File: src/rtl/core/tsc_pkg.sv
// Shared types, constants and the CRC-8 step function for the scratchpad checker.
package tsc_pkg;

    localparam logic [7:0]  CRC_POLY     = 8'h8C;
    localparam logic [15:0] POWER_ON_RAW = 16'h0550;
    localparam logic [3:0]  CRC_BYTES    = 4'd8;
    localparam logic [3:0]  FRAME_DONE   = 4'd9;

    localparam logic [1:0] STAT_OK       = 2'd0;
    localparam logic [1:0] STAT_CRC_ERR  = 2'd1;
    localparam logic [1:0] STAT_POWER_ON = 2'd2;

    typedef struct packed {
        logic [7:0] scratch_byte;
        logic       frame_start;
    } t_in;

    typedef struct packed {
        logic signed [15:0] temp_centi;
        logic [1:0]         read_status;
    } t_out;

    function automatic logic [7:0] crc8_update(input logic [7:0] crc_in,
                                               input logic [7:0] data);
        logic [7:0] crc;
        logic [7:0] b;
        logic       mix;
        crc = crc_in;
        b   = data;
        for (int k = 0; k < 8; k++) begin
            mix = crc[0] ^ b[0];
            crc = crc >> 1;
            if (mix) begin
                crc = crc ^ CRC_POLY;
            end
            b = b >> 1;
        end
        return crc;
    endfunction

endpackage

File: src/rtl/core/tsc_centi.sv
// Raw 1/16 degree reading to saturated hundredths of a degree.
module tsc_centi
    import tsc_pkg::*;
(
    input  logic [15:0]        i_raw,
    output logic signed [15:0] o_centi
);

    logic signed [22:0] prod;
    logic signed [22:0] biased;
    logic signed [18:0] quot;

    always_comb begin
        prod   = $signed({{7{i_raw[15]}}, i_raw}) * 23'sd100;
        biased = prod + (prod[22] ? 23'sd15 : 23'sd0);
        quot   = 19'(biased >>> 4);
        if (quot > 19'sd32767) begin
            o_centi = 16'sh7FFF;
        end else if (quot < -19'sd32768) begin
            o_centi = 16'sh8000;
        end else begin
            o_centi = quot[15:0];
        end
    end

endmodule

File: src/rtl/core/tsc_frame.sv
// Frame tracking: byte position, running CRC, raw temperature bytes and result decode.
module tsc_frame
    import tsc_pkg::*;
(
    input  logic i_clk,
    input  logic i_rst_n,
    input  logic i_step,
    input  t_in  i_beat,
    input  logic i_reject,
    output logic o_has_result,
    output t_out o_result
);

    logic [3:0]  r_pos, n_pos;
    logic [7:0]  r_crc, n_crc;
    logic [7:0]  r_low, n_low;
    logic [7:0]  r_high, n_high;
    logic [3:0]  pos_eff;
    logic [7:0]  crc_eff;
    logic [15:0] raw;
    logic signed [15:0] centi;

    assign pos_eff = i_beat.frame_start ? 4'd0 : r_pos;
    assign crc_eff = i_beat.frame_start ? 8'd0 : r_crc;
    assign raw     = {r_high, r_low};

    tsc_centi u_centi (
        .i_raw   (raw),
        .o_centi (centi)
    );

    always_comb begin
        n_pos        = r_pos;
        n_crc        = r_crc;
        n_low        = r_low;
        n_high       = r_high;
        o_has_result = 1'b0;
        o_result     = '0;
        if (pos_eff < CRC_BYTES) begin
            n_crc = crc8_update(crc_eff, i_beat.scratch_byte);
            n_pos = pos_eff + 4'd1;
            if (pos_eff == 4'd0) begin
                n_low = i_beat.scratch_byte;
            end
            if (pos_eff == 4'd1) begin
                n_high = i_beat.scratch_byte;
            end
        end else begin
            n_pos = FRAME_DONE;
            n_crc = crc_eff;
            if (pos_eff == CRC_BYTES) begin
                o_has_result = 1'b1;
                if (crc_eff != i_beat.scratch_byte) begin
                    o_result.read_status = STAT_CRC_ERR;
                end else if (i_reject && raw == POWER_ON_RAW) begin
                    o_result.read_status = STAT_POWER_ON;
                end else begin
                    o_result.read_status = STAT_OK;
                    o_result.temp_centi  = centi;
                end
            end
        end
    end

    always_ff @(posedge i_clk) begin
        if (!i_rst_n) begin
            r_pos  <= '0;
            r_crc  <= '0;
            r_low  <= '0;
            r_high <= '0;
        end else if (i_step) begin
            r_pos  <= n_pos;
            r_crc  <= n_crc;
            r_low  <= n_low;
            r_high <= n_high;
        end
    end

    a_pos_range: assert property (@(posedge i_clk) disable iff (!i_rst_n)
        r_pos <= FRAME_DONE)
        else $error("byte position out of range");

    a_start_pos: assert property (@(posedge i_clk) disable iff (!i_rst_n)
        i_step && i_beat.frame_start |=> r_pos == 4'd1)
        else $error("frame start did not restart position");

    a_done_pos: assert property (@(posedge i_clk) disable iff (!i_rst_n)
        i_step && o_has_result |=> r_pos == FRAME_DONE)
        else $error("frame not closed after result");

    a_zero_temp: assert property (@(posedge i_clk) disable iff (!i_rst_n)
        o_has_result && o_result.read_status != STAT_OK |-> o_result.temp_centi == 16'sd0)
        else $error("temperature not zero on error status");

endmodule

File: config.mk
export PLATFORM = sky130hd
export DESIGN_NAME = tsc_frame
export DESIGN_NICKNAME = d
export VERILOG_FILES = /design/src/rtl/core/tsc_pkg.sv /design/src/rtl/core/tsc_centi.sv /design/src/rtl/core/tsc_frame.sv
export SDC_FILE = /design/constraint.sdc
export NUM_CORES = 1
export LEC_CHECK = 0
export BUFFER_PORTS_ARGS = -buffer_cell sky130_fd_sc_hd__buf_2
export CAP_MARGIN = 5
export CORE_MARGIN = 5
export CORE_UTILIZATION = 40
export CTS_CLUSTER_DIAMETER = 120
export DETAILED_ROUTE_END_ITERATION = 10
export REMOVE_ABC_BUFFERS = 1
export SYNTH_ARGS = -nofsm -noshare
export SYNTH_HDL_FRONTEND = slang
export SYNTH_HIERARCHICAL = 1
export SYNTH_SLANG_ARGS = --single-unit
File: constraint.sdc
create_clock -name i_clk -period 15.4 [get_ports i_clk]
set_input_delay 0 -clock i_clk [delete_from_list [all_inputs] [get_ports i_clk]]
set_output_delay 0 -clock i_clk [all_outputs]
set_load 0.1 [all_outputs]
* Word-level counts from Yosys, hierarchy flattened
Cells that the tools add are included.
** Storage, ports and cells
- Register bits after elaboration :: 28
- Bits of input ports :: 13
** Cells by class
- Add/subtract/negate cells :: 2
- Multipliers :: 1
- Order comparisons :: 3
- Eq/ne operators :: 4
- Mux-type cells :: 30
- Bitwise operators :: 16
- Reduce and logical (&&, ||, !) cells :: 4
** Operators by type and width (number)
- $mux W8 :: 17
- $mux W16 :: 4
- $mux W18 :: 2
- $not A2 Y3 :: 8
- $add A23 B23 Y23 :: 1
- $mul A16 B6 Y21 const B :: 1
- $gt A19 B16 Y1 const B :: 1
- $lt A19 B16 Y1 const B :: 1
- $eq A16 B11 Y1 const B :: 1
- $mux W4 :: 3
- $ne A8 B8 Y1 :: 1
- $xor A1 B1 Y1 :: 8
- $reduce_and A3 Y1 :: 2
- $add A4 B1 Y4 const B :: 1
- $eq A4 B1 Y1 const B :: 1
- $eq A4 B4 Y1 const B :: 1
- $logic_not A4 Y1 :: 1
- $lt A4 B4 Y1 const B :: 1
- $mux W2 :: 2
- $mux W1 :: 2
- $logic_and A1 B1 Y1 :: 1

* Depth between registers and ports, before layout
- Depth in word-level cells :: 25
- Gate-level depth with buffers :: 24
- Depth with buffers taken out :: 22

* Hierarchy
The synthesis kept the hierarchy.
** By module, submodules not included
- tsc_centi :: instances 1, cells each 255, area each 2199.6 um2
- tsc_frame :: instances 1, cells each 216, area each 1916.8 um2

* Worst setup path after synthesis
No wires, ideal clock.
- Path type :: flip-flop to output port
- Start point :: register r_high[4]
- End point :: output port o_result[6] (netlist name)
- Arrival :: 6.965 ns
- Setup slack :: 8.435 ns
- Stages on the path, launching flop included :: 23
- Buffers on the path :: 2
- Cell sequence :: dfxtp_1 > ha_1 > fa_1 > ha_1 > ha_1 > a21oi_2 > o21ai_1 > a221oi_1 > nand2_1 > xnor2_1 > ha_1 > o211ai_1 > a21oi_1 > and3_1 > o2111ai_2 > nor4_4 > and4_4 > or3_1 > buf_6 > buf_8 > a21oi_2 > nand2_1 > nor3_1
** RTL lines
- start, declared :: RTL line tsc_frame.sv:17 : logic [7:0] r_high, n_high;
- start signal, assigned :: RTL line tsc_frame.sv:75 : r_high <= n_high;
- end, declared :: RTL line tsc_frame.sv:11 : output t_out o_result

==> metrics.yaml <==
status: "finished clean"
irDropWorstVdd_mv: 0.0680
vias: 3401
hold_viol_final: 0
viasPerCell: 5.44
synth.most_common_cell: "ha_1"
drc: 0
ys_seq_area_frac: 0.136
htree_levels: 1
core_mm2: 0.0102
syn2layout_area_growth_pct: 7.11
num_antenna_cells: 0
synth-seq-cells: 28
port_buffers: 31
grt_max_degree: 31
synthCells: 471
finalSetupViolations: 0
cp_max_fo: 15
arrival_ns: 6.58
netlist_top_cells_area: "ha_1, dfxtp_1, xnor2_1, fa_1, mux2i_1"
cts_setup_buffers: 0
fmax_ghz: 0.152
clk_pin_slew_ns: 0.10
routabilityCongestion: 0.872
cts-buffers-inserted: 3
dieWidth_um: 111
synth_top_area_frac: 0.161
drive_gt1_frac: 0.176
skew_ns: 0.00992
yosysWarnings: 6
yosys.area.top_type: "ha_1"
drtIter0Drc: 111
grt_pass1_vias: 3229
powerDensity_mw_per_mm2: 63.5
yosys_most_used_dff: "dfxtp_1"
synth.distinct_cells: 76
clockBufferDepth: 2
critPathLaunchType: "register"
period_minus_slack_ns: 6.58
root_buffer: "clkbuf_8"
synthTopCellsByCount: "ha_1, nand2_1, xnor2_1, nor2_1, dfxtp_1"
ant_nets: 0
max_cap_violations: 0
syn_area_per_cell_um2: 8.74
crit_path_end_kind: "output port"
hpwlAfterDp_um: 7270
final_nets: 570
antenna_found_initial: 0
holdWs_ns: 0.0737
path_class: "reg -> out"
ys_async_sr_fraction: 0
syn_area_mm2: 0.00412
relSlewSlack: 0.226
dieArea_mm2: 0.0124
maxSlewViolCount: 0
worst_pin_slew_ns: 1.16
critPathRequiredTime_ns: 15.40
start_util: 0.404
fill_cells: 1039
num_rows: 37
cts_resized: 0
dr.pass1.iters: 4
worstHoldPathType: "in -> reg"
wl_um: 8950
cts_tree: "built"
pin_count: 32
routedWlPerCell_um: 14.3
grt_pass1_wl_um: 15600
clk_latency_ns: 0.28
leakage_nw: 1.95
setup_tns_ns: 0
track_usage: 0.142
rsz0062_at_grt: "false"
grt-ovfl-total: 0
cts_sinks: 28
die_y_um: 111
synth_edf_count: 0
period_share: 0.428
==> final timing paths <==
path / startpoint / to / slack [ns] / cells past startpoint
hold / removal: i_beat[7] / r_low[6] / 0.07 / 3
setup reg to reg: r_pos[3] / r_high[6] / 13.46 / 4
hold reg to reg: r_pos[0] / r_pos[3] / 0.51 / 2
setup / recovery: r_low[2] / o_result[2] / 8.82 / 21
==> report_power, final <==
group          internal (mW)  switching, mW  leakage [nW]  total [mW]
clock network         0.0348         0.0238        0.0357      0.0586
logic                 0.0605         0.0708          1.69       0.131
registers             0.0793         0.0107         0.230      0.0900
==> registers in the layout (all words and copies together) (netlist names) <==
register / count
r_high: 8
r_low: 8
r_pos: 4
r_crc: 8
==> metal layers <==
metal	vias to the layer above	track usage	wire (um)
met3	4	0.0114	287
met4	0	0.00811	12
met5	-	0	0
met2	66	0.253	4260
met1	1585	0.199	4390
li1	1746	-	-
==> kinds of logic after synthesis <==
kind of cell             count (synthesis)  synth area share
AND/OR/NAND/NOR                        176             0.247
AO/OA/AOI/OAI                           96             0.183
adder cells (fa/ha/maj)                 67             0.229
XOR/XNOR                                47             0.105
buffers and inverters                   36            0.0477
flip-flops                              28             0.136
multiplexers                            21            0.0514
==> metrics by stage <==
| stage | instance area [um^2] | power, mW | cells | util | setup slack [ns] |
|---|---|---|---|---|---|
| floorplan | 3990 | 0.196 | 453 | - | 8.19 |
| global placement | 4330 | 0.221 | 620 | 0.425 | 9.31 |
| detailed placement | 4330 | 0.223 | 620 | 0.425 | 9.16 |
| CTS | 4410 | 0.283 | 625 | 0.433 | 8.81 |
| global route | 4410 | 0.302 | 625 | 0.433 | 8.33 |
| finish | 4410 | 0.280 | 625 | 0.433 | 8.82 |
==> critical path: stages, from the launching register on <==
cell	delay, ns
dfxtp_1	0.50
ha_1	0.30
fa_1	0.47
ha_1	0.33
ha_1	0.32
a211oi_2	0.43
o211ai_2	0.22
nand4_1	0.16
nand2_1	0.08
xnor2_1	0.45
ha_1	0.36
o211ai_1	0.11
a21oi_1	0.10
and3_1	0.20
o2111ai_2	0.34
nor4_4	0.07
and4_4	0.23
or3_1	0.68
a21oi_1	0.24
nand2_1	0.06
nor3_1	0.17
buf_2	0.47
==> layout make-up <==
type	instances	area, um^2	share of cell area
Timing Repair Buffer	32	165	0.0375
Tap cell	136	170	0.0386
Sequential cell	28	561	0.127
Multi-Input combinational cell	407	3370	0.765
Clock inverter	1	30.0	0.00681
Clock buffer	3	41.3	0.00936
Inverter	18	67.6	0.0153
==> what timing repair did <==
item	CTS	global route
hold buffers	1	0
endpoints found under the setup margin	0	0
endpoints found under the hold margin	1	0
==> cells in the final DEF (no fill, tap or decap), drive strengths merged, types with 4 or more instances in the layout <==
cell type	instances
nand4	6
xnor2	38
mux2i	20
o211ai	7
buf	31
o21ai	11
nor2	31
nand3	9
a211oi	4
ha	53
nand2b	4
xor2	9
a31oi	11
o32ai	4
or2	4
nand2	48
nor3	20
dfxtp	28
o22ai	4
a21oi	30
fa	14
inv	18
nor4	5
nor2b	27
nor4bb	4
o21a	4
No activity file was read; power rests on OpenSTA's default activity.
